`src/i2cmps_pkg.sv`:
```
`default_nettype none

package i2cmps_pkg;

   // bus command codes, same encoding as req_type
   typedef enum logic [2:0] {
      CMD_START    = 3'd0,
      CMD_STOP     = 3'd1,
      CMD_WRITE    = 3'd2,
      CMD_READ     = 3'd3,
      CMD_SEND_ACK = 3'd4,
      CMD_READ_ACK = 3'd5
   } cmd_type;

   // one decoded command waiting for the back end
   typedef struct packed {
      cmd_type    cmd;
      logic [7:0] write_data;
      logic       ack_level;
      logic [7:0] bus_sda_bits;
   } cmd_entry_type;

   typedef enum logic [1:0] {
      BACK_IDLE,
      BACK_HOLD,
      BACK_SEND
   } back_state_type;

   localparam logic [15:0] HOLD_TICKS_RESET = 16'd10;

   // read byte opens with an extra sda release step before the bit steps
   localparam logic [1:0] SUB_FIRST   = 2'd0;
   localparam logic [1:0] SUB_RELEASE = 2'd3;
   localparam logic [1:0] SUB_BIT_END = 2'd2;
   localparam logic [2:0] BIT_FIRST   = 3'd0;
   localparam logic [2:0] BIT_LAST    = 3'd7;

endpackage

`default_nettype wire

```
`src/i2cmps_req_if.sv`:
```
`default_nettype none

interface i2cmps_req_if;
   logic       valid;
   logic       ready;
   logic [2:0] req_type;
   logic [7:0] write_data;
   logic       ack_level;
   logic [7:0] bus_sda_bits;

   modport source (
      output valid, req_type, write_data, ack_level, bus_sda_bits,
      input  ready
   );

   modport sink (
      input  valid, req_type, write_data, ack_level, bus_sda_bits,
      output ready
   );
endinterface

`default_nettype wire

```
`src/i2cmps_rsp_if.sv`:
```
`default_nettype none

interface i2cmps_rsp_if;
   logic       valid;
   logic       ready;
   logic       scl_level;
   logic       sda_level;
   logic       sample_phase;
   logic [7:0] read_byte;
   logic       ack_seen;
   logic       last_phase;

   modport source (
      output valid, scl_level, sda_level, sample_phase, read_byte, ack_seen, last_phase,
      input  ready
   );

   modport sink (
      input  valid, scl_level, sda_level, sample_phase, read_byte, ack_seen, last_phase,
      output ready
   );
endinterface

`default_nettype wire

```
`src/i2cmps_front.sv`:
```
`default_nettype none

module i2cmps_front (
   i2cmps_req_if.sink             req_bus,
   input  wire logic              q_full,
   output logic                   q_push,
   output i2cmps_pkg::cmd_entry_type q_entry
);

   logic known;

   // unknown codes are taken and dropped
   always_comb begin
      known = 1'b0;
      unique case (i2cmps_pkg::cmd_type'(req_bus.req_type))
         i2cmps_pkg::CMD_START, i2cmps_pkg::CMD_STOP, i2cmps_pkg::CMD_WRITE,
         i2cmps_pkg::CMD_READ, i2cmps_pkg::CMD_SEND_ACK,
         i2cmps_pkg::CMD_READ_ACK: known = 1'b1;
         default: known = 1'b0;
      endcase
   end

   assign req_bus.ready = !q_full;
   assign q_push        = req_bus.valid && !q_full && known;

   always_comb begin
      q_entry.cmd          = i2cmps_pkg::cmd_type'(req_bus.req_type);
      q_entry.write_data   = req_bus.write_data;
      q_entry.ack_level    = req_bus.ack_level;
      q_entry.bus_sda_bits = req_bus.bus_sda_bits;
   end

endmodule

`default_nettype wire

```
`src/i2cmps_queue.sv`:
```
`default_nettype none

module i2cmps_queue #(
   parameter int DEPTH = 2
) (
   input  wire logic                      clock,
   input  wire logic                      reset,
   input  wire logic                      push,
   input  wire i2cmps_pkg::cmd_entry_type push_entry,
   output logic                           full,
   input  wire logic                      pop,
   output logic                           head_valid,
   output i2cmps_pkg::cmd_entry_type      head_entry
);

   localparam int PTR_W = $clog2(DEPTH);
   localparam int CNT_W = $clog2(DEPTH + 1);

   i2cmps_pkg::cmd_entry_type mem_ff [DEPTH];
   logic [PTR_W-1:0] wr_ptr_ff, wr_ptr_in;
   logic [PTR_W-1:0] rd_ptr_ff, rd_ptr_in;
   logic [CNT_W-1:0] count_ff, count_in;
   logic             do_push, do_pop;

   assign full       = (count_ff == CNT_W'(DEPTH));
   assign head_valid = (count_ff != '0);
   assign head_entry = mem_ff[rd_ptr_ff];
   assign do_push    = push && !full;
   assign do_pop     = pop && head_valid;

   always_comb begin
      wr_ptr_in = wr_ptr_ff;
      rd_ptr_in = rd_ptr_ff;
      count_in  = count_ff;
      if (do_push) begin
         wr_ptr_in = (wr_ptr_ff == PTR_W'(DEPTH - 1)) ? '0 : PTR_W'(wr_ptr_ff + 1'b1);
      end
      if (do_pop) begin
         rd_ptr_in = (rd_ptr_ff == PTR_W'(DEPTH - 1)) ? '0 : PTR_W'(rd_ptr_ff + 1'b1);
      end
      if (do_push && !do_pop) begin
         count_in = CNT_W'(count_ff + 1'b1);
      end else if (do_pop && !do_push) begin
         count_in = CNT_W'(count_ff - 1'b1);
      end
   end

   always_ff @(posedge clock) begin
      if (reset) begin
         wr_ptr_ff <= '0;
         rd_ptr_ff <= '0;
         count_ff  <= '0;
      end else begin
         wr_ptr_ff <= wr_ptr_in;
         rd_ptr_ff <= rd_ptr_in;
         count_ff  <= count_in;
      end
   end

   always_ff @(posedge clock) begin
      if (do_push) begin
         mem_ff[wr_ptr_ff] <= push_entry;
      end
   end

endmodule

`default_nettype wire

```
`src/i2cmps_back.sv`:
```
`default_nettype none

module i2cmps_back (
   input  wire logic                      clock,
   input  wire logic                      reset,
   input  wire logic [15:0]               hold_ticks,
   input  wire logic                      q_valid,
   input  wire i2cmps_pkg::cmd_entry_type q_entry,
   output logic                           q_pop,
   i2cmps_rsp_if.source                   rsp_bus
);

   i2cmps_pkg::back_state_type state_ff, state_in;
   i2cmps_pkg::cmd_entry_type  cur_ff, cur_in;
   logic [1:0]  sub_ff, sub_in;
   logic [2:0]  bit_ff, bit_in;
   logic [15:0] hold_cnt_ff, hold_cnt_in;
   logic        scl_ff, scl_in;
   logic        sda_ff, sda_in;

   logic        rsp_valid_ff, rsp_valid_in;
   logic        rsp_scl_ff, rsp_scl_in;
   logic        rsp_sda_ff, rsp_sda_in;
   logic        rsp_smp_ff, rsp_smp_in;
   logic [7:0]  rsp_byte_ff, rsp_byte_in;
   logic        rsp_ack_ff, rsp_ack_in;
   logic        rsp_last_ff, rsp_last_in;

   // levels of the phase at the current step
   logic       ph_scl, ph_sda, ph_smp, ph_ack, ph_last, wbit, out_free;
   logic [7:0] ph_byte;

   assign wbit     = cur_ff.write_data[3'd7 - bit_ff];
   assign out_free = !rsp_valid_ff || rsp_bus.ready;

   always_comb begin
      ph_scl  = scl_ff;
      ph_sda  = sda_ff;
      ph_smp  = 1'b0;
      ph_byte = 8'd0;
      ph_ack  = 1'b0;
      ph_last = 1'b0;
      unique case (cur_ff.cmd)
         i2cmps_pkg::CMD_START: begin
            unique case (sub_ff)
               2'd0: ph_scl = 1'b1;
               2'd1: begin ph_scl = 1'b1; ph_sda = 1'b1; end
               2'd2: begin ph_scl = 1'b1; ph_sda = 1'b0; end
               default: begin ph_scl = 1'b0; ph_last = 1'b1; end
            endcase
         end
         i2cmps_pkg::CMD_STOP: begin
            unique case (sub_ff)
               2'd0: ph_sda = 1'b0;
               2'd1: begin ph_scl = 1'b1; ph_sda = 1'b0; end
               default: begin ph_scl = 1'b1; ph_sda = 1'b1; ph_last = 1'b1; end
            endcase
         end
         i2cmps_pkg::CMD_WRITE: begin
            ph_sda = wbit;
            unique case (sub_ff)
               2'd0: ;
               2'd1: ph_scl = 1'b1;
               default: begin ph_scl = 1'b0; ph_last = (bit_ff == i2cmps_pkg::BIT_LAST); end
            endcase
         end
         i2cmps_pkg::CMD_READ: begin
            ph_sda = 1'b1;
            unique case (sub_ff)
               2'd0: ph_scl = 1'b1;
               2'd1: begin ph_scl = 1'b1; ph_smp = 1'b1; end
               2'd2: begin
                  ph_scl = 1'b0;
                  if (bit_ff == i2cmps_pkg::BIT_LAST) begin
                     ph_last = 1'b1;
                     ph_byte = cur_ff.bus_sda_bits;
                  end
               end
               default: ;  // release step keeps scl
            endcase
         end
         i2cmps_pkg::CMD_SEND_ACK: begin
            ph_sda = cur_ff.ack_level;
            unique case (sub_ff)
               2'd0: ;
               2'd1: ph_scl = 1'b1;
               default: begin ph_scl = 1'b0; ph_last = 1'b1; end
            endcase
         end
         default: begin  // read ack
            ph_sda = 1'b1;
            unique case (sub_ff)
               2'd0: ;
               2'd1: ph_scl = 1'b1;
               2'd2: begin ph_scl = 1'b1; ph_smp = 1'b1; end
               default: begin
                  ph_scl  = 1'b0;
                  ph_ack  = cur_ff.bus_sda_bits[7];
                  ph_last = 1'b1;
               end
            endcase
         end
      endcase
   end

   always_comb begin
      state_in     = state_ff;
      cur_in       = cur_ff;
      sub_in       = sub_ff;
      bit_in       = bit_ff;
      hold_cnt_in  = hold_cnt_ff;
      scl_in       = scl_ff;
      sda_in       = sda_ff;
      rsp_valid_in = rsp_valid_ff && !rsp_bus.ready;
      rsp_scl_in   = rsp_scl_ff;
      rsp_sda_in   = rsp_sda_ff;
      rsp_smp_in   = rsp_smp_ff;
      rsp_byte_in  = rsp_byte_ff;
      rsp_ack_in   = rsp_ack_ff;
      rsp_last_in  = rsp_last_ff;
      q_pop        = 1'b0;
      unique case (state_ff)
         i2cmps_pkg::BACK_IDLE: begin
            if (q_valid) begin
               q_pop       = 1'b1;
               cur_in      = q_entry;
               sub_in      = (q_entry.cmd == i2cmps_pkg::CMD_READ) ?
                             i2cmps_pkg::SUB_RELEASE : i2cmps_pkg::SUB_FIRST;
               bit_in      = i2cmps_pkg::BIT_FIRST;
               hold_cnt_in = hold_ticks;
               state_in    = i2cmps_pkg::BACK_HOLD;
            end
         end
         i2cmps_pkg::BACK_HOLD: begin
            if (hold_cnt_ff <= 16'd1) begin
               state_in = i2cmps_pkg::BACK_SEND;
            end else begin
               hold_cnt_in = hold_cnt_ff - 16'd1;
            end
         end
         i2cmps_pkg::BACK_SEND: begin
            if (out_free) begin
               rsp_valid_in = 1'b1;
               rsp_scl_in   = ph_scl;
               rsp_sda_in   = ph_sda;
               rsp_smp_in   = ph_smp;
               rsp_byte_in  = ph_byte;
               rsp_ack_in   = ph_ack;
               rsp_last_in  = ph_last;
               scl_in       = ph_scl;
               sda_in       = ph_sda;
               if (ph_last) begin
                  state_in = i2cmps_pkg::BACK_IDLE;
               end else begin
                  hold_cnt_in = hold_ticks;
                  state_in    = i2cmps_pkg::BACK_HOLD;
                  // bit commands wrap after the scl low step, release step wraps to 0
                  if ((cur_ff.cmd == i2cmps_pkg::CMD_WRITE ||
                       cur_ff.cmd == i2cmps_pkg::CMD_READ) &&
                      sub_ff == i2cmps_pkg::SUB_BIT_END) begin
                     sub_in = i2cmps_pkg::SUB_FIRST;
                     bit_in = 3'(bit_ff + 3'd1);
                  end else begin
                     sub_in = 2'(sub_ff + 2'd1);
                  end
               end
            end
         end
         default: state_in = i2cmps_pkg::BACK_IDLE;
      endcase
   end

   always_ff @(posedge clock) begin
      if (reset) begin
         state_ff     <= i2cmps_pkg::BACK_IDLE;
         scl_ff       <= 1'b1;
         sda_ff       <= 1'b1;
         rsp_valid_ff <= 1'b0;
      end else begin
         state_ff     <= state_in;
         scl_ff       <= scl_in;
         sda_ff       <= sda_in;
         rsp_valid_ff <= rsp_valid_in;
      end
   end

   always_ff @(posedge clock) begin
      cur_ff      <= cur_in;
      sub_ff      <= sub_in;
      bit_ff      <= bit_in;
      hold_cnt_ff <= hold_cnt_in;
      rsp_scl_ff  <= rsp_scl_in;
      rsp_sda_ff  <= rsp_sda_in;
      rsp_smp_ff  <= rsp_smp_in;
      rsp_byte_ff <= rsp_byte_in;
      rsp_ack_ff  <= rsp_ack_in;
      rsp_last_ff <= rsp_last_in;
   end

   assign rsp_bus.valid        = rsp_valid_ff;
   assign rsp_bus.scl_level    = rsp_scl_ff;
   assign rsp_bus.sda_level    = rsp_sda_ff;
   assign rsp_bus.sample_phase = rsp_smp_ff;
   assign rsp_bus.read_byte    = rsp_byte_ff;
   assign rsp_bus.ack_seen     = rsp_ack_ff;
   assign rsp_bus.last_phase   = rsp_last_ff;

endmodule

`default_nettype wire

```
`src/i2c_master_phase_sequencer.sv`:
```
// channel   dir  handshake         payload
// req_bus   in   valid / ready     req_type, write_data, ack_level, bus_sda_bits
// rsp_bus   out  valid / ready     scl_level, sda_level, sample_phase, read_byte,
//                                  ack_seen, last_phase (one transaction per line phase)
// csr       in   csr_wr_en         csr_wr_data = phase hold in timebase ticks
//
// each phase is held by the per-phase hold counter in the back end before it goes
// out on rsp_bus; phases: start 4, stop 3, write 24, read 25, acks 3 / 4
// unknown command codes are taken and yield no transaction
// reset is synchronous; both lines come up released high, hold comes up at 10
// the command queue lets the front keep taking transactions while the back end
// holds a phase or waits on a stalled rsp_bus
`default_nettype none

module i2c_master_phase_sequencer #(
   parameter int QUEUE_DEPTH = 2
) (
   input  wire logic  clock,
   input  wire logic  reset,
   i2cmps_req_if.sink   req_bus,
   i2cmps_rsp_if.source rsp_bus,
   input  wire logic        csr_wr_en,
   input  wire logic [15:0] csr_wr_data
);

   // phase hold register
   logic [15:0] hold_ticks_ff, hold_ticks_in;

   assign hold_ticks_in = csr_wr_en ? csr_wr_data : hold_ticks_ff;

   always_ff @(posedge clock) begin
      if (reset) begin
         hold_ticks_ff <= i2cmps_pkg::HOLD_TICKS_RESET;
      end else begin
         hold_ticks_ff <= hold_ticks_in;
      end
   end

   // front: decode and drop unknown codes
   logic                      q_push, q_full, q_pop, q_valid;
   i2cmps_pkg::cmd_entry_type q_push_entry, q_head_entry;

   i2cmps_front u_front (
      .req_bus (req_bus),
      .q_full  (q_full),
      .q_push  (q_push),
      .q_entry (q_push_entry)
   );

   // command queue between front and back
   i2cmps_queue #(
      .DEPTH (QUEUE_DEPTH)
   ) u_queue (
      .clock      (clock),
      .reset      (reset),
      .push       (q_push),
      .push_entry (q_push_entry),
      .full       (q_full),
      .pop        (q_pop),
      .head_valid (q_valid),
      .head_entry (q_head_entry)
   );

   // back: phase sequencer with line state and output register
   i2cmps_back u_back (
      .clock      (clock),
      .reset      (reset),
      .hold_ticks (hold_ticks_ff),
      .q_valid    (q_valid),
      .q_entry    (q_head_entry),
      .q_pop      (q_pop),
      .rsp_bus    (rsp_bus)
   );

endmodule

`default_nettype wire

```
`src/flat_wrapper.sv`:
```
// flat-port wrapper written by rule: the top's interface ports become plain ports
module i2c_master_phase_sequencer_flat 
#(
   parameter int QUEUE_DEPTH = 2
)
  (clock, reset, csr_wr_en, csr_wr_data, req_bus_valid, req_bus_req_type, req_bus_write_data, req_bus_ack_level, req_bus_bus_sda_bits, req_bus_ready, rsp_bus_valid, rsp_bus_scl_level, rsp_bus_sda_level, rsp_bus_sample_phase, rsp_bus_read_byte, rsp_bus_ack_seen, rsp_bus_last_phase, rsp_bus_ready);
  i2cmps_req_if req_bus_i ();
  i2cmps_rsp_if rsp_bus_i ();
  input  wire logic clock;
  input  wire logic reset;
  input  wire logic csr_wr_en;
  input  wire logic [15:0] csr_wr_data;
  input wire logic [$bits(req_bus_i.valid)-1:0] req_bus_valid;
  input wire logic [$bits(req_bus_i.req_type)-1:0] req_bus_req_type;
  input wire logic [$bits(req_bus_i.write_data)-1:0] req_bus_write_data;
  input wire logic [$bits(req_bus_i.ack_level)-1:0] req_bus_ack_level;
  input wire logic [$bits(req_bus_i.bus_sda_bits)-1:0] req_bus_bus_sda_bits;
  output wire logic [$bits(req_bus_i.ready)-1:0] req_bus_ready;
  output wire logic [$bits(rsp_bus_i.valid)-1:0] rsp_bus_valid;
  output wire logic [$bits(rsp_bus_i.scl_level)-1:0] rsp_bus_scl_level;
  output wire logic [$bits(rsp_bus_i.sda_level)-1:0] rsp_bus_sda_level;
  output wire logic [$bits(rsp_bus_i.sample_phase)-1:0] rsp_bus_sample_phase;
  output wire logic [$bits(rsp_bus_i.read_byte)-1:0] rsp_bus_read_byte;
  output wire logic [$bits(rsp_bus_i.ack_seen)-1:0] rsp_bus_ack_seen;
  output wire logic [$bits(rsp_bus_i.last_phase)-1:0] rsp_bus_last_phase;
  input wire logic [$bits(rsp_bus_i.ready)-1:0] rsp_bus_ready;
  assign req_bus_i.valid = req_bus_valid;
  assign req_bus_i.req_type = req_bus_req_type;
  assign req_bus_i.write_data = req_bus_write_data;
  assign req_bus_i.ack_level = req_bus_ack_level;
  assign req_bus_i.bus_sda_bits = req_bus_bus_sda_bits;
  assign req_bus_ready = req_bus_i.ready;
  assign rsp_bus_valid = rsp_bus_i.valid;
  assign rsp_bus_scl_level = rsp_bus_i.scl_level;
  assign rsp_bus_sda_level = rsp_bus_i.sda_level;
  assign rsp_bus_sample_phase = rsp_bus_i.sample_phase;
  assign rsp_bus_read_byte = rsp_bus_i.read_byte;
  assign rsp_bus_ack_seen = rsp_bus_i.ack_seen;
  assign rsp_bus_last_phase = rsp_bus_i.last_phase;
  assign rsp_bus_i.ready = rsp_bus_ready;
  i2c_master_phase_sequencer #(.QUEUE_DEPTH(QUEUE_DEPTH)) u_core (.clock(clock), .reset(reset), .req_bus(req_bus_i), .rsp_bus(rsp_bus_i), .csr_wr_en(csr_wr_en), .csr_wr_data(csr_wr_data));
endmodule
```
`config.mk`:
```
export PLATFORM = sky130hd
export DESIGN_NAME = i2c_master_phase_sequencer_flat
export DESIGN_NICKNAME = d
export VERILOG_FILES = /design/src/i2cmps_pkg.sv /design/src/i2cmps_req_if.sv /design/src/i2cmps_rsp_if.sv /design/src/i2cmps_front.sv /design/src/i2cmps_queue.sv /design/src/i2cmps_back.sv /design/src/i2c_master_phase_sequencer.sv /design/src/flat_wrapper.sv
export SDC_FILE = /design/constraint.sdc
export NUM_CORES = 1
export LEC_CHECK = 0
export BUFFER_PORTS_ARGS = -buffer_cell sky130_fd_sc_hd__buf_2
export CORE_ASPECT_RATIO = 1.75
export CORE_MARGIN = 4
export CORE_UTILIZATION = 55
export DETAILED_ROUTE_END_ITERATION = 8
export GPL_TIMING_DRIVEN = 1
export PLACE_DENSITY = 0.79
export SLEW_MARGIN = 0
export SYNTH_ARGS = -nofsm -noshare
export SYNTH_HDL_FRONTEND = slang
export SYNTH_SLANG_ARGS = --single-unit
export TNS_END_PERCENT = 50
```
`constraint.sdc`:
```
create_clock -name clock -period 8.7 [get_ports clock]
set_input_delay 1.305 -clock clock [delete_from_list [all_inputs] [get_ports clock]]
set_output_delay 1.305 -clock clock [all_outputs]
set_load 0.01 [all_outputs]
```
### Word level (Yosys, flattened, before mapping)

Memories as Yosys holds them, arrays and structs flattened. A register that Yosys moved wholly into a read port is not among the register bits.
Cells that the tools add are included.

| word-level totals | value |
|---|---|
| bits in registers | 79 |
| bits in latches | 0 |
| RAM bits | 40 |
| ROM bits | 0 |
| bits of input ports | 41 |
| output and inout bits | 15 |
| word-level logic and storage cells | 145 |
| memories kept | 1 |

Memories:

| memory | depth | width | rd ports | clocked after memory_dff | write ports | RTL line | source |
|---|---|---|---|---|---|---|---|
| u_core.u_queue.mem_ff | 2 | 20 | 1 | 1 | 1 | i2cmps_queue.sv:19 | `i2cmps_pkg::cmd_entry_type mem_ff [DEPTH];` |

| operators by class | value |
|---|---|
| $add $sub $neg | 8 |
| $mul | 0 |
| divide/modulo/power cells | 0 |
| $lt $le $gt $ge | 2 |
| equal/unequal tests | 22 |
| shifts and indexed selects | 0 |
| muxes and demuxes | 53 |
| bitwise gates (word level) | 0 |
| reduce and logical (&&, ||, !) cells | 38 |

Operator list:

| kind | count |
|---|---|
| $mux 16 | 4 |
| $pmux 16 s3 | 1 |
| $mux 1 | 22 |
| $mux 2 | 10 |
| $le 16x1->1 const B | 1 |
| $sub 16x1->16 const B | 1 |
| $eq 3x2->1 const B | 5 |
| $eq 3x3->1 const B | 4 |
| $mux 3 | 4 |
| $ne 2x2->1 const B | 5 |
| $pmux 1 s2 | 5 |
| $reduce_and 5->1 | 2 |
| $logic_and 1x1->1 | 8 |
| $pmux 1 s4 | 2 |
| $reduce_or 2->1 | 4 |
| $reduce_or 8->1 | 1 |
| $eq 2x2->1 const B | 3 |
| $eq 3x1->1 const B | 2 |
| $logic_not 3->1 | 2 |
| $pmux 2 s3 | 1 |
| $pmux 3 s2 | 1 |
| $reduce_and 3->1 | 2 |
| $reduce_bool 2->1 | 3 |
| $reduce_or 6->1 | 1 |
| 19 further kinds | 29 |

### Logic depth before layout (Yosys ltp)

Gate-level depths: netlist (run 1).

| logic depth | value |
|---|---|
| depth after elaboration | 9 |
| mapped depth | 6 |
| gate-level depth less buffers | 6 |

### Cells and area by module

A second synthesis (run 1) with hierarchy kept.

| second synthesis, totals | value |
|---|---|
| cells, all modules | 409 |
| area, all modules | 5,323.9 um^2 |

By module, submodules not included:

| module | times used | cells each | area an instance (um^2) | sequential area each (um^2) |
|---|---|---|---|---|
| i2cmps_back | 1 | 247 | 2,920.3 | 1,721.7 |
| i2cmps_queue | 1 | 87 | 1,656.6 | 1,301.2 |
| i2c_master_phase_sequencer | 1 | 52 | 583.1 | 320.3 |
| i2cmps_front | 1 | 23 | 163.9 | 0.0 |

### Worst setup path before layout (run 1)

No wires, ideal clock.

| path | value |
|---|---|
| kind | input to register |
| from | input port rsp_bus_ready |
| to | register u_core.u_back.hold_cnt_ff[0], enable pin |
| setup time | 0.411 ns |
| arrival | 2.776 ns |
| data required time | 8.289 ns |
| path slack | 5.512 ns |
| stages | 3 |
| buffers on the path | 0 |
| path through | nand2b_1 -> nand2_1 -> o21ai_0 |

| between the ends | value |
|---|---|
| word-level cells in the longest chain between the ends | 3 |

RTL lines:

| what | RTL line | source |
|---|---|---|
| start, declared | flat_wrapper.sv:26 | `input wire logic [$bits(rsp_bus_i.ready)-1:0] rsp_bus_ready;` |
| $logic_or 1x1->1 | i2cmps_back.sv:34 | `assign out_free = !rsp_valid_ff \|\| rsp_bus.ready;` |
| $ne 2x2->1 (no source line) | -- |  |
| $reduce_and 5->1 (no source line) | -- |  |
| end signal, assigned | i2cmps_back.sv:191 | `hold_cnt_ff <= hold_cnt_in;` |
| end, declared | i2cmps_back.sv:17 | `logic [15:0] hold_cnt_ff, hold_cnt_in;` |

No other way between the ends.
A chain may end at the register's enable or synchronous reset.

### Worst setup path in the final report (run 1)

| path | value |
|---|---|
| from | input port req_bus_req_type[2] |
| to | memory u_core.u_queue.mem_ff[0][1] in the netlist's numbering, enable pin |

| between the ends | value |
|---|---|
| word-level cells in the longest chain between the ends | 7 |
| elaborated cells on any way between the ends | 12 |
| classes of those cells | 5 x eq/ne; 3 x mux; 4 x reduce/logical |

RTL lines:

| what | RTL line | source |
|---|---|---|
| start, declared | flat_wrapper.sv:14 | `input wire logic [$bits(req_bus_i.req_type)-1:0] req_bus_req_type;` |
| $eq 3x1->1, or another cell as far along | i2cmps_front.sv:15 | `unique case (i2cmps_pkg::cmd_type'(req_bus.req_type))` |
| $reduce_or 6->1 (*) | i2cmps_front.sv:15 |  |
| $mux 1 (*) | i2cmps_front.sv:15 |  |
| $logic_and 1x1->1 (*) | i2cmps_front.sv:24 | `assign q_push = req_bus.valid && !q_full && known;` |
| $logic_and 1x1->1 (*) | i2cmps_queue.sv:28 | `assign do_push = push && !full;` |
| via u_core.u_queue.do_push | i2cmps_queue.sv:23 | `logic do_push, do_pop;` |
| $mux 1 (*) | i2cmps_queue.sv:61 | `if (do_push) begin` |
| $mux 1 (implied by the code) (*) | i2cmps_queue.sv:62 | `mem_ff[wr_ptr_ff] <= push_entry;` |
| end, declared | i2cmps_queue.sv:19 |  |

The timed path passes the listed nets; every way through them passes the cells marked *.

==> metrics.txt, run 1 <==
# TYPE chip_impl_metric gauge
chip_impl_info{name="outcome",value="finished clean"} 1
chip_impl_metric{name="fin_total_pwr",unit="uW"} 2027
chip_impl_info{name="rsz0062_at_grt",value="no"} 1
chip_impl_info{name="synthFlopType",value="sky130_fd_sc_hd__edfxtp_1"} 1
chip_impl_info{name="cts_tree",value="built"} 1
chip_impl_metric{name="maximum_number_of_pins_on_one_net_before_global_route_repair",unit=""} 29
chip_impl_metric{name="cts_buffer_depth",unit=""} 2
chip_impl_metric{name="floorplan.die.width",unit="um"} 80.49
chip_impl_metric{name="io_buffers",unit=""} 55
chip_impl_metric{name="max-vdd-ir-drop",unit="mV"} 0.2160
chip_impl_metric{name="met1_length",unit="mm"} 3.319
chip_impl_metric{name="cts_setup_buffers",unit=""} 0
chip_impl_metric{name="core",unit="sq um"} 9036
chip_impl_metric{name="rows",unit=""} 46
chip_impl_metric{name="areaGrowthSynthToFinish",unit="%"} 20.09
chip_impl_metric{name="detailroute.via_count",unit=""} 3154
chip_impl_info{name="crit_path_end_kind",value="flop"} 1
chip_impl_info{name="yosysMostFrequentCell",value="sky130_fd_sc_hd__edfxtp_1"} 1
chip_impl_metric{name="crit_required",unit="ns"} 8.73
chip_impl_info{name="hold_path_class",value="flop to flop"} 1
chip_impl_metric{name="insertedDiodeCount",unit=""} 0
chip_impl_metric{name="drtPass1Iterations",unit=""} 4
chip_impl_metric{name="worst_max_slew_margin_expressed_relative_to_the_limit",unit="%"} 33.41
chip_impl_metric{name="gr-usage-all-layers",unit="%"} 19.57
chip_impl_metric{name="worstPathArrival",unit="ns"} 2.59
chip_impl_metric{name="filler_cell_count",unit=""} 661
chip_impl_info{name="worst_r2r_startpoint",value="u_core.u_back.sub_ff[0]"} 1
chip_impl_metric{name="timing.max_cap.violations",unit=""} 0
chip_impl_metric{name="synth_enable_flop_cells",unit=""} 94
chip_impl_metric{name="tritoncts_num_sinks",unit=""} 120
chip_impl_info{name="cell_type_with_the_largest_total_area_after_synthesis",value="sky130_fd_sc_hd__edfxtp_1"} 1
chip_impl_metric{name="setup_skew",unit="ns"} 0.005355
chip_impl_metric{name="fp.dieArea",unit="sq um"} 10850
chip_impl_info{name="synth_commonest_cells",value="sky130_fd_sc_hd__edfxtp_1 (94), sky130_fd_sc_hd__nor2_1 (36), sky130_fd_sc_hd__dfxtp_1 (26), sky130_fd_sc_hd__o21ai_0 (23), sky130_fd_sc_hd__nand2_1 (22)"} 1
chip_impl_metric{name="place_worst_setup_slack",unit="ns"} 5.719
chip_impl_metric{name="area_fraction_of_the_dominant_cell_type_after_synthesis",unit="%"} 55.81
chip_impl_metric{name="regToRegSetupSlack",unit="ns"} 6.38
chip_impl_metric{name="slew_violations",unit=""} 0
chip_impl_info{name="setup_crit_start_kind",value="primary input"} 1
chip_impl_metric{name="fin_setup_tns",unit="ns"} 0
chip_impl_info{name="holdPathEnd",value="u_core.hold_ticks_ff[4]"} 1
chip_impl_metric{name="worst_skew_pair.late_latency",unit="ns"} 0.41
chip_impl_metric{name="remaining_drc_errors",unit=""} 0
chip_impl_metric{name="route.final.wire_length",unit="mm"} 9.621
chip_impl_metric{name="wire_length_per_cell",unit="um"} 17.00
chip_impl_metric{name="dpl.hpwl",unit="mm"} 6.557
chip_impl_metric{name="clk_pin_slew",unit="ns"} 0.05
chip_impl_metric{name="synth-seq-cells",unit=""} 120
chip_impl_metric{name="cts_buffers",unit=""} 17
chip_impl_metric{name="timing.final.hold_violations",unit=""} 0
chip_impl_metric{name="final_setup_slack_of_the_worst_path",unit="ns"} 6.140
chip_impl_metric{name="cts-htree-levels",unit=""} 4
chip_impl_metric{name="die_height",unit="um"} 134.9
chip_impl_metric{name="syn-instance-count",unit=""} 371
chip_impl_info{name="hp-start",value="u_core.hold_ticks_ff[4]"} 1
chip_impl_metric{name="layout-drive-gt1-share",unit="%"} 26.01
chip_impl_metric{name="drtIter0Drc",unit=""} 178
chip_impl_metric{name="globalplace.congestion",unit=""} 0.9292
chip_impl_metric{name="tightestPinTransition",unit="ns"} 0.9943
chip_impl_metric{name="synth_area",unit="sq um"} 5057
chip_impl_metric{name="setup_viol",unit=""} 0
chip_impl_info{name="clk_root_buffer_cell",value="sky130_fd_sc_hd__clkbuf_16"} 1
chip_impl_metric{name="cts.hold.buffers_added",unit=""} 0
chip_impl_metric{name="antenna_found_initial",unit=""} 0
chip_impl_metric{name="ys.warnings.count",unit=""} 0
chip_impl_metric{name="design.final.nets",unit=""} 483
chip_impl_metric{name="final_antenna_net_count",unit=""} 0
chip_impl_metric{name="final_period_minus_worst_setup_slack",unit="ns"} 2.560
chip_impl_metric{name="grt_pass1_wl",unit="mm"} 15.75
chip_impl_metric{name="async_reset_ff_share",unit="%"} 0
chip_impl_metric{name="cts_resized",unit=""} 0
chip_impl_metric{name="timing.fmax",unit="GHz"} 0.3906
chip_impl_metric{name="synth_fp_nets",unit=""} 421
chip_impl_metric{name="syn_avg_cell_area",unit="sq um"} 13.63
chip_impl_metric{name="number_of_global_route_vias_before_repair",unit=""} 3296
chip_impl_metric{name="num_io_pins",unit=""} 56
chip_impl_metric{name="route.detailed.vias_per_inst",unit=""} 5.572
chip_impl_metric{name="grt_overflow_total",unit=""} 0
chip_impl_metric{name="ys_seq_area_share",unit="%"} 66.11
chip_impl_metric{name="min_period_over_period",unit="%"} 29.43
chip_impl_metric{name="leakage",unit="uW"} 0.002275
chip_impl_metric{name="wl_met3",unit="um"} 373
chip_impl_metric{name="worst-path-max-fanout",unit=""} 20
chip_impl_metric{name="met2WireLength",unit="mm"} 5.582
chip_impl_info{name="synth.top_cells.by_area",value="sky130_fd_sc_hd__edfxtp_1 (56%), sky130_fd_sc_hd__dfxtp_1 (10%), sky130_fd_sc_hd__mux2_2 (4.7%), sky130_fd_sc_hd__mux2i_1 (3.0%), sky130_fd_sc_hd__nor2_1 (2.7%)"} 1
chip_impl_metric{name="starting_density_of_the_core",unit="%"} 55.97
chip_impl_info{name="crit-reg2reg-capture",value="u_core.u_back.hold_cnt_ff[6]"} 1
chip_impl_metric{name="power_density",unit="nW/um^2"} 333.8
chip_impl_info{name="max_used_layer",value="met4"} 1
chip_impl_metric{name="synth_cell_types",unit=""} 51
chip_impl_metric{name="hold_depth",unit=""} 2
chip_impl_metric{name="reg2reg_depth",unit=""} 7
chip_impl_info{name="timing.setup.critical_path_class",value="primary input to flop"} 1
-- through the flow --
step | hold WS [ns] | util (%) | cell area, sq um | cells
after global routing | 0.5260 | 67.21 | 6073 | 566
after detailed placement | 0.5003 | 60.19 | 5439 | 534
final | 0.5043 | 67.21 | 6073 | 566
after CTS | 0.5134 | 67.21 | 6073 | 566
after global placement | 0.4756 | 60.19 | 5439 | 534
after floorplan | 0.4602 | - | 5057 | 371
-- per-layer routing --
layer	vias up	GRT usage, %
met1	1509	18.69
met2	103	36.44
met5	-	0
met4	0	10.06
met3	30	5.808
li1	1512	-
-- sequential cells by signal (all words and copies together), names as in the netlist, named ones only --
signal / cells
u_core.hold_ticks_ff: 16
u_core.u_back.bit_ff: 3
u_core.u_back.cur_ff: 20
u_core.u_back.hold_cnt_ff: 16
u_core.u_back.rsp_bus.ack_seen: 1
u_core.u_back.rsp_bus.last_phase: 1
u_core.u_back.rsp_bus.read_byte: 8
u_core.u_back.rsp_bus.sample_phase: 1
u_core.u_back.rsp_bus.scl_level: 1
u_core.u_back.rsp_bus.sda_level: 1
u_core.u_back.rsp_bus.valid: 1
u_core.u_back.scl_ff: 1
u_core.u_back.sda_ff: 1
u_core.u_back.state_ff: 2
u_core.u_back.sub_ff: 2
u_core.u_queue.count_ff: 2
u_core.u_queue.mem_ff: 40
u_core.u_queue.rd_ptr_ff: 1
u_core.u_queue.wr_ptr_ff: 1
-- critical path, cell delays in order --
cell	delay, ns
sky130_fd_sc_hd__buf_2	0.11
sky130_fd_sc_hd__nand2_1	0.09
sky130_fd_sc_hd__and3_1	0.24
sky130_fd_sc_hd__nor2b_2	0.83
-- placed cells by master (no fill, tap or decap), types with 5 or more instances in the layout --
master,netlist,routed
sky130_fd_sc_hd__inv_1,7,7
sky130_fd_sc_hd__nor2b_1,9,8
sky130_fd_sc_hd__nand3_1,6,6
sky130_fd_sc_hd__buf_2,4,55
sky130_fd_sc_hd__dfxtp_1,26,26
sky130_fd_sc_hd__xor2_1,8,8
sky130_fd_sc_hd__mux2_2,21,21
sky130_fd_sc_hd__nand2_1,22,22
sky130_fd_sc_hd__and2_1,12,12
sky130_fd_sc_hd__mux2i_1,15,15
sky130_fd_sc_hd__ha_1,9,9
sky130_fd_sc_hd__nor2_1,36,36
sky130_fd_sc_hd__edfxtp_1,94,94
sky130_fd_sc_hd__nand2b_1,5,5
sky130_fd_sc_hd__o21ai_0,23,22
sky130_fd_sc_hd__clkbuf_16,0,17
sky130_fd_sc_hd__nor3_1,7,7
sky130_fd_sc_hd__bufinv_16,0,5
sky130_fd_sc_hd__xnor2_1,6,6
sky130_fd_sc_hd__a21oi_1,6,6
-- final cells by class --
class | count | area, sq um | area share [%]
Clock inverter | 14 | 205.2 | 3.379
Sequential cell | 120 | 3343 | 55.05
Multi-Input combinational cell | 231 | 1637 | 26.95
Inverter | 7 | 26.28 | 0.4326
Timing Repair Buffer | 56 | 282.8 | 4.656
Clock buffer | 18 | 429.2 | 7.066
Tap cell | 120 | 150.1 | 2.472
-- power by group --
| part | total [uW] | internal [uW] | switching [uW] |
|---|---|---|---|
| logic | 389 | 169 | 220 |
| clock network | 737 | 504 | 233 |
| registers | 902 | 790 | 112 |
| total | 2030 | 1460 | 565 |
-- how the worst max path moves through the flow --
stage / start / end / slack, ns / depth (start not counted)
floorplan: rsp_bus_ready / u_core.u_back.hold_cnt_ff[0] / 5.51 / 3
global placement: req_bus_req_type[2] / u_core.u_queue.mem_ff[0][0] / 5.76 / 4
detailed placement: req_bus_req_type[2] / u_core.u_queue.mem_ff[0][6] / 5.72 / 4
CTS: req_bus_req_type[2] / u_core.u_queue.mem_ff[0][17] / 6.13 / 4
global route: req_bus_req_type[2] / u_core.u_queue.mem_ff[0][19] / 6.02 / 4
finish: req_bus_req_type[2] / u_core.u_queue.mem_ff[0][1] / 6.14 / 4
-- logic make-up after synthesis --
| logic type | Yosys count | synth area share, % |
|---|---|---|
| AND/OR/NAND/NOR | 118 | 12.57 |
| buffers and inverters | 20 | 1.583 |
| adder cells (fa/ha/maj) | 9 | 2.227 |
| flip-flops | 120 | 66.11 |
| XOR/XNOR | 14 | 2.425 |
| AO/OA/AOI/OAI | 52 | 6.556 |
| multiplexers | 38 | 8.535 |
No activity file was read; power rests on OpenSTA's default activity.
==> inputs of run 2 (changes only) <==
==> constraint.sdc (replaced) <==
create_clock -name clock -period 2.6 [get_ports clock]
set_input_delay 0.39 -clock clock [delete_from_list [all_inputs] [get_ports clock]]
set_output_delay 0.39 -clock clock [all_outputs]
set_load 0.01 [all_outputs]
==> metrics.txt, run 2 (synthesis gave the netlist of run 1 again) <==
# TYPE chip_impl_metric gauge
chip_impl_metric{name="rows",unit=""} 46
chip_impl_metric{name="worst_path_largest_cell_delay",unit="ns"} 0.43
chip_impl_metric{name="timing.fmax",unit="GHz"} 0.4348
chip_impl_metric{name="regToRegSetupSlack",unit="ns"} 0.30
chip_impl_metric{name="areaGrowthSynthToFinish",unit="%"} 20.53
chip_impl_metric{name="timing.max_cap.violations",unit=""} 0
chip_impl_metric{name="wire_length_per_cell",unit="um"} 16.49
chip_impl_metric{name="tritoncts_num_sinks",unit=""} 120
chip_impl_metric{name="remaining_drc_errors",unit=""} 0
chip_impl_metric{name="crit_required",unit="ns"} 2.70
chip_impl_metric{name="leakage",unit="uW"} 0.002302
chip_impl_metric{name="insertedDiodeCount",unit=""} 0
chip_impl_metric{name="gr-usage-all-layers",unit="%"} 19.30
chip_impl_metric{name="layout.cells.non_filler",unit=""} 572
chip_impl_metric{name="worst_max_slew_margin_expressed_relative_to_the_limit",unit="%"} 45.98
chip_impl_info{name="layout_commonest_cell",value="sky130_fd_sc_hd__edfxtp_1"} 1
chip_impl_metric{name="worst_skew_pair.late_latency",unit="ns"} 0.41
chip_impl_info{name="largest_registers",value="u_core.u_queue.mem_ff (40), u_core.u_back.cur_ff (20)"} 1
chip_impl_metric{name="slew_violations",unit=""} 0
chip_impl_metric{name="num_io_pins",unit=""} 56
chip_impl_metric{name="final_antenna_net_count",unit=""} 0
chip_impl_info{name="cts_tree",value="built"} 1
chip_impl_metric{name="core",unit="sq um"} 9036
chip_impl_metric{name="finish.utilization",unit="%"} 67.46
chip_impl_metric{name="grt_overflow_total",unit=""} 0
chip_impl_metric{name="fp.dieArea",unit="sq um"} 10850
chip_impl_metric{name="clk_pin_slew",unit="ns"} 0.05
chip_impl_metric{name="power.share.clock",unit="%"} 35.4
chip_impl_metric{name="drtIter0Drc",unit=""} 182
chip_impl_info{name="timing.setup.critical_path_class",value="flop to flop"} 1
chip_impl_metric{name="worstPathArrival",unit="ns"} 2.39
chip_impl_info{name="crit_path_end_kind",value="flop"} 1
chip_impl_metric{name="number_of_placed_cells_counting_well_taps",unit=""} 540
chip_impl_metric{name="cts_buffers",unit=""} 17
chip_impl_metric{name="power_density",unit="nW/um^2"} 1103
chip_impl_info{name="hold_path_class",value="primary input to flop"} 1
chip_impl_info{name="outcome",value="finished clean"} 1
chip_impl_metric{name="route.final.wire_length",unit="mm"} 9.432
chip_impl_metric{name="fin_total_pwr",unit="uW"} 6722
chip_impl_metric{name="cts.hold.buffers_added",unit=""} 0
chip_impl_metric{name="netSwitchingFraction",unit="%"} 28.21
chip_impl_metric{name="max-vdd-ir-drop",unit="mV"} 0.8247
chip_impl_info{name="rsz0062_at_grt",value="no"} 1
chip_impl_info{name="timing.critical_path.from",value="u_core.u_back.sub_ff[1]"} 1
chip_impl_metric{name="min_period_over_period",unit="%"} 88.45
chip_impl_metric{name="final_period_minus_worst_setup_slack",unit="ns"} 2.300
chip_impl_metric{name="drtPass1Iterations",unit=""} 4
chip_impl_info{name="hp-start",value="req_bus_write_data[3]"} 1
chip_impl_metric{name="tightestPinTransition",unit="ns"} 0.8104
chip_impl_metric{name="largest_register_ff_count",unit=""} 40
chip_impl_metric{name="fin_setup_tns",unit="ns"} 0
chip_impl_metric{name="grt_pass1_wl",unit="mm"} 15.54
chip_impl_info{name="setup_crit_start_kind",value="flop"} 1
chip_impl_metric{name="layout-drive-gt1-share",unit="%"} 27.21
chip_impl_info{name="clk_root_buffer_cell",value="sky130_fd_sc_hd__clkbuf_16"} 1
chip_impl_metric{name="design.final.nets",unit=""} 489
chip_impl_metric{name="power_frac_seq",unit="%"} 44.4
chip_impl_info{name="cp_slowest_cell",value="sky130_fd_sc_hd__edfxtp_1"} 1
chip_impl_info{name="critPathTopFamily",value="compound AO/OA/AOI/OAI gates"} 1
chip_impl_info{name="crit_chain",value="inv_1, ha_1, nor2_1, a222oi_1, o221ai_1, o21ai_1, buf_4"} 1
chip_impl_metric{name="number_of_global_route_vias_before_repair",unit=""} 3249
chip_impl_info{name="registers.top_by_ff_count",value="u_core.u_queue.mem_ff"} 1
chip_impl_metric{name="timing.final.hold_violations",unit=""} 0
chip_impl_metric{name="power.switching",unit="uW"} 1896
chip_impl_metric{name="route.detailed.vias_per_inst",unit=""} 5.469
chip_impl_metric{name="die_height",unit="um"} 134.9
chip_impl_metric{name="cts_resized",unit=""} 0
chip_impl_metric{name="power.share.combinational",unit="%"} 20.2
chip_impl_metric{name="floorplan.die.width",unit="um"} 80.49
chip_impl_metric{name="cts_buffer_depth",unit=""} 2
chip_impl_metric{name="p_int",unit="uW"} 4826
chip_impl_metric{name="cts_setup_buffers",unit=""} 0
chip_impl_metric{name="cts-htree-levels",unit=""} 4
chip_impl_metric{name="starting_density_of_the_core",unit="%"} 55.97
chip_impl_info{name="worst_r2r_startpoint",value="u_core.u_back.sub_ff[1]"} 1
chip_impl_metric{name="globalplace.congestion",unit=""} 0.9089
chip_impl_metric{name="dpl.hpwl",unit="mm"} 6.569
chip_impl_info{name="final_cell_mix",value="sky130_fd_sc_hd__edfxtp_1 (94), sky130_fd_sc_hd__buf_2 (55), sky130_fd_sc_hd__nor2_1 (36), sky130_fd_sc_hd__dfxtp_1 (26)"} 1
chip_impl_metric{name="worst-path-max-fanout",unit=""} 16
chip_impl_metric{name="detailroute.via_count",unit=""} 3128
chip_impl_metric{name="maximum_number_of_pins_on_one_net_before_global_route_repair",unit=""} 29
chip_impl_metric{name="crit_buf_inv",unit=""} 2
chip_impl_metric{name="setup_viol",unit=""} 0
chip_impl_metric{name="setup_skew",unit="ns"} 0.007094
chip_impl_metric{name="antenna_found_initial",unit=""} 0
chip_impl_metric{name="io_buffers",unit=""} 55
==> run 2: final timing paths <==
path / cells past startpoint / to
hold / removal: 1 / u_core.u_queue.mem_ff[1][12]
setup / recovery: 7 / u_core.u_back.hold_cnt_ff[9]
hold reg to reg: 2 / u_core.hold_ticks_ff[13]
setup reg to reg: 7 / u_core.u_back.hold_cnt_ff[9]
==> run 2: layout make-up <==
cell class | instances | area (sq um)
clock buffer | 19 | 432.9
fill | 661 | 2940
inverter | 7 | 26.28
clock inverter | 13 | 178.9
sequential | 120 | 3343
multi-input combinational | 231 | 1637
tap | 120 | 150.1
timing repair buffer | 62 | 327.8
==> run 2: worst reg2reg max path, stage by stage (launching register included) <==
cell	delay, ns
sky130_fd_sc_hd__edfxtp_1	0.43
sky130_fd_sc_hd__inv_1	0.11
sky130_fd_sc_hd__ha_1	0.30
sky130_fd_sc_hd__nor2_1	0.14
sky130_fd_sc_hd__a222oi_1	0.32
sky130_fd_sc_hd__o221ai_1	0.25
sky130_fd_sc_hd__o21ai_1	0.18
sky130_fd_sc_hd__buf_4	0.26
==> run 2: metrics by stage <==
step | setup slack [ns] | hold WS [ns] | area (sq um)
2_1_floorplan | 0.09871 | 0.4602 | 5057
3_3_place_gp | 0.4535 | 0.4749 | 5484
3_5_place_dp | 0.3770 | 0.4867 | 5484
4_1_cts | 0.3348 | 0.1549 | 6096
5_1_grt | 0.1245 | 0.1516 | 6096
6_report | 0.3003 | 0.1698 | 6096
==> run 2: per-layer routing <==
metal | vias up | wire [um] | track usage [%]
met5 | - | 0 | 0
met4 | 0 | 317 | 9.868
met3 | 25 | 432 | 5.874
met2 | 95 | 5377 | 34.36
met1 | 1489 | 3305 | 19.92
li1 | 1519 | - | -
==> run 2: power groups by stage <==
| stage | clock network [uW] | registers (uW) | logic, uW |
|---|---|---|---|
| finish | 2380 | 2980 | 1360 |
| global route | 2510 | 3040 | 1520 |
| floorplan | 0 | 2880 | 1060 |
| detailed placement | 0 | 3020 | 1330 |
| CTS | 2420 | 2980 | 1370 |
| global placement | 0 | 2990 | 1290 |
==> inputs of run 3 (changes only) <==
--- a/config.mk
+++ b/config.mk
@@ -12,6 +12,7 @@
 export DETAILED_ROUTE_END_ITERATION = 8
 export GPL_TIMING_DRIVEN = 1
 export PLACE_DENSITY = 0.79
+export RECOVER_POWER = 25
 export SLEW_MARGIN = 0
 export SYNTH_ARGS = -nofsm -noshare
 export SYNTH_HDL_FRONTEND = slang
==> metrics.txt, run 3 (synthesis gave the netlist of run 1 again) <==
# TYPE chip_impl_metric gauge
chip_impl_metric{name="timing.final.hold_violations",unit=""} 0
chip_impl_metric{name="remaining_drc_errors",unit=""} 0
chip_impl_metric{name="largest_register_ff_count",unit=""} 40
chip_impl_metric{name="floorplan.die.width",unit="um"} 80.49
chip_impl_metric{name="final_antenna_net_count",unit=""} 0
chip_impl_metric{name="tightestPinTransition",unit="ns"} 1.162
chip_impl_metric{name="cp.depth",unit=""} 7
chip_impl_metric{name="number_of_global_route_vias_before_repair",unit=""} 3249
chip_impl_metric{name="die_height",unit="um"} 134.9
chip_impl_metric{name="antenna_found_initial",unit=""} 0
chip_impl_info{name="layout_commonest_cell",value="sky130_fd_sc_hd__edfxtp_1"} 1
chip_impl_metric{name="clk_pin_slew",unit="ns"} 0.05
chip_impl_metric{name="worst_skew_pair.late_latency",unit="ns"} 0.41
chip_impl_info{name="timing.setup.critical_path_class",value="flop to flop"} 1
chip_impl_metric{name="final_period_minus_worst_setup_slack",unit="ns"} 2.295
chip_impl_metric{name="gr-usage-all-layers",unit="%"} 19.30
chip_impl_metric{name="grt_overflow_total",unit=""} 0
chip_impl_metric{name="cts_buffers",unit=""} 17
chip_impl_metric{name="worst_max_slew_margin_expressed_relative_to_the_limit",unit="%"} 22.51
chip_impl_metric{name="maximum_number_of_pins_on_one_net_before_global_route_repair",unit=""} 29
chip_impl_metric{name="cts_buffer_depth",unit=""} 2
chip_impl_metric{name="max-vdd-ir-drop",unit="mV"} 0.8246
chip_impl_metric{name="dpl.hpwl",unit="mm"} 6.569
chip_impl_metric{name="grt_pass1_wl",unit="mm"} 15.54
chip_impl_info{name="crit-reg2reg-capture",value="u_core.u_back.hold_cnt_ff[13]"} 1
chip_impl_info{name="cts_tree",value="built"} 1
chip_impl_metric{name="fin_total_pwr",unit="uW"} 6727
chip_impl_info{name="crit_chain",value="inv_1, ha_1, nor2_1, a222oi_1, o221ai_1, o21ai_1, buf_4"} 1
chip_impl_metric{name="reg2reg_depth",unit=""} 7
chip_impl_metric{name="finalInstanceArea",unit="sq um"} 6082
chip_impl_metric{name="insertedDiodeCount",unit=""} 0
chip_impl_metric{name="route.final.wire_length",unit="mm"} 9.493
chip_impl_metric{name="crit_buf_inv",unit=""} 2
chip_impl_info{name="holdPathEnd",value="u_core.u_queue.mem_ff[1][12]"} 1
chip_impl_metric{name="worst_path_largest_cell_delay",unit="ns"} 0.42
chip_impl_metric{name="cts.hold.buffers_added",unit=""} 0
chip_impl_info{name="setup_crit_start_kind",value="flop"} 1
chip_impl_metric{name="filler_cell_count",unit=""} 668
chip_impl_metric{name="netSwitchingFraction",unit="%"} 28.29
chip_impl_info{name="worst_r2r_startpoint",value="u_core.u_back.sub_ff[1]"} 1
chip_impl_info{name="registers.top_by_ff_count",value="u_core.u_queue.mem_ff"} 1
chip_impl_metric{name="cts-htree-levels",unit=""} 4
chip_impl_metric{name="globalplace.congestion",unit=""} 0.9089
chip_impl_metric{name="wire_length_per_cell",unit="um"} 16.60
chip_impl_info{name="outcome",value="finished clean"} 1
chip_impl_metric{name="hold_depth",unit=""} 1
chip_impl_metric{name="design.final.nets",unit=""} 489
chip_impl_metric{name="starting_density_of_the_core",unit="%"} 55.97
chip_impl_metric{name="timing.max_cap.violations",unit=""} 0
chip_impl_metric{name="drtPass1Iterations",unit=""} 4
chip_impl_metric{name="power_frac_seq",unit="%"} 44.4
chip_impl_metric{name="power.share.combinational",unit="%"} 20.2
chip_impl_metric{name="worst-path-max-fanout",unit=""} 16
chip_impl_metric{name="route.detailed.vias_per_inst",unit=""} 5.479
chip_impl_metric{name="post_dp_cell_area",unit="sq um"} 5484
chip_impl_info{name="final_cell_mix",value="sky130_fd_sc_hd__edfxtp_1 (94), sky130_fd_sc_hd__buf_2 (44), sky130_fd_sc_hd__nor2_1 (36), sky130_fd_sc_hd__dfxtp_1 (26)"} 1
chip_impl_info{name="largest_registers",value="u_core.u_queue.mem_ff (40), u_core.u_back.cur_ff (20)"} 1
chip_impl_metric{name="setup_viol",unit=""} 0
chip_impl_metric{name="power_density",unit="nW/um^2"} 1106
chip_impl_metric{name="cts_resized",unit=""} 0
chip_impl_metric{name="areaGrowthSynthToFinish",unit="%"} 20.26
chip_impl_metric{name="fp.dieArea",unit="sq um"} 10850
chip_impl_info{name="clk_root_buffer_cell",value="sky130_fd_sc_hd__clkbuf_16"} 1
chip_impl_metric{name="leakage",unit="uW"} 0.002272
chip_impl_metric{name="io_buffers",unit=""} 55
chip_impl_metric{name="detailroute.via_count",unit=""} 3134
chip_impl_info{name="crit_path_end_kind",value="flop"} 1
chip_impl_info{name="critPathTopFamily",value="compound AO/OA/AOI/OAI gates"} 1
chip_impl_metric{name="layout.cells.non_filler",unit=""} 572
chip_impl_metric{name="crit_required",unit="ns"} 2.70
chip_impl_metric{name="cts_setup_buffers",unit=""} 0
chip_impl_metric{name="number_of_placed_cells_counting_well_taps",unit=""} 540
chip_impl_info{name="hp-start",value="req_bus_write_data[3]"} 1
chip_impl_metric{name="p_int",unit="uW"} 4824
chip_impl_metric{name="min_period_over_period",unit="%"} 88.28
chip_impl_info{name="rsz0062_at_grt",value="no"} 1
chip_impl_metric{name="regToRegSetupSlack",unit="ns"} 0.30
chip_impl_metric{name="num_io_pins",unit=""} 56
chip_impl_metric{name="fin_setup_tns",unit="ns"} 0
chip_impl_metric{name="core",unit="sq um"} 9036
chip_impl_metric{name="timing.fmax",unit="GHz"} 0.4357
chip_impl_info{name="hold_path_class",value="primary input to flop"} 1
chip_impl_metric{name="tritoncts_num_sinks",unit=""} 120
chip_impl_metric{name="power.share.clock",unit="%"} 35.4
chip_impl_metric{name="rows",unit=""} 46
chip_impl_metric{name="slew_violations",unit=""} 0
chip_impl_metric{name="worstPathArrival",unit="ns"} 2.39
chip_impl_metric{name="power.switching",unit="uW"} 1904
chip_impl_metric{name="layout-drive-gt1-share",unit="%"} 24.78
chip_impl_metric{name="setup_skew",unit="ns"} 0.006528
chip_impl_metric{name="drtIter0Drc",unit=""} 159
chip_impl_info{name="cp_slowest_cell",value="sky130_fd_sc_hd__edfxtp_1"} 1
-- run 3: cell count changes in the layout (fill, tap and decap cells not counted) --
| cell | delta |
|---|---|
| sky130_fd_sc_hd__buf_2 | -11 |
| sky130_fd_sc_hd__clkbuf_1 | +11 |
-- run 3: layout make-up --
| class | count | area [sq um] | area share, % |
|---|---|---|---|
| clock inverter | 13 | 178.9 | 2.942 |
| timing repair buffer | 62 | 314.1 | 5.164 |
| sequential | 120 | 3343 | 54.97 |
| multi-input combinational | 231 | 1637 | 26.91 |
| clock buffer | 19 | 432.9 | 7.118 |
| inverter | 7 | 26.28 | 0.4320 |
| tap | 120 | 150.1 | 2.469 |
-- run 3: worst register-to-register path: stages (launching register included) --
cell and delay (ns):
sky130_fd_sc_hd__edfxtp_1 0.42, sky130_fd_sc_hd__inv_1 0.11, sky130_fd_sc_hd__ha_1 0.30, sky130_fd_sc_hd__nor2_1 0.14, sky130_fd_sc_hd__a222oi_1 0.32, sky130_fd_sc_hd__o221ai_1 0.25
sky130_fd_sc_hd__o21ai_1 0.18, sky130_fd_sc_hd__buf_4 0.26
-- run 3: power groups by stage --
stage          registers [uW]  clock network, uW  logic, uW
2_1_floorplan            2880                  0       1060
3_3_place_gp             2990                  0       1290
3_5_place_dp             3020                  0       1330
4_1_cts                  2980               2420       1370
5_1_grt                  3040               2510       1520
6_report                 2990               2380       1360
-- run 3: metal layers --
metal	wire [um]	vias to the layer above	part of all wire [%]	GRT usage, %
met5	0	-	0	0
li1	-	1520	-	-
met3	410	24	4.3	5.874
met2	5349	87	56	34.36
met1	3425	1503	36	19.92
met4	307	0	3.2	9.868
-- run 3: per-stage QoR --
step	hold WS (ns)	util [%]	worst slack, ns
final	0.1678	67.31	0.3047
after global routing	0.1516	67.31	0.1245
after CTS	0.1549	67.46	0.3348
after detailed placement	0.4867	60.69	0.3770
after global placement	0.4749	60.69	0.4535
after floorplan	0.4602	-	0.09871
-- run 3: how the worst max path moves through the flow --
| stage | slack, ns | start | end |
|---|---|---|---|
| 2_1_floorplan | 0.1 | u_core.u_back.bit_ff[0] | u_core.u_back.hold_cnt_ff[0] |
| 6_report | 0.30 | u_core.u_back.sub_ff[1] | u_core.u_back.hold_cnt_ff[13] |
| 5_1_grt | 0.12 | u_core.u_back.sub_ff[1] | u_core.u_back.hold_cnt_ff[5] |
| 4_1_cts | 0.33 | u_core.u_back.sub_ff[1] | u_core.u_back.hold_cnt_ff[10] |
| 3_3_place_gp | 0.45 | u_core.u_back.sub_ff[0] | u_core.u_back.hold_cnt_ff[14] |
| 3_5_place_dp | 0.38 | u_core.u_back.sub_ff[1] | u_core.u_back.hold_cnt_ff[11] |
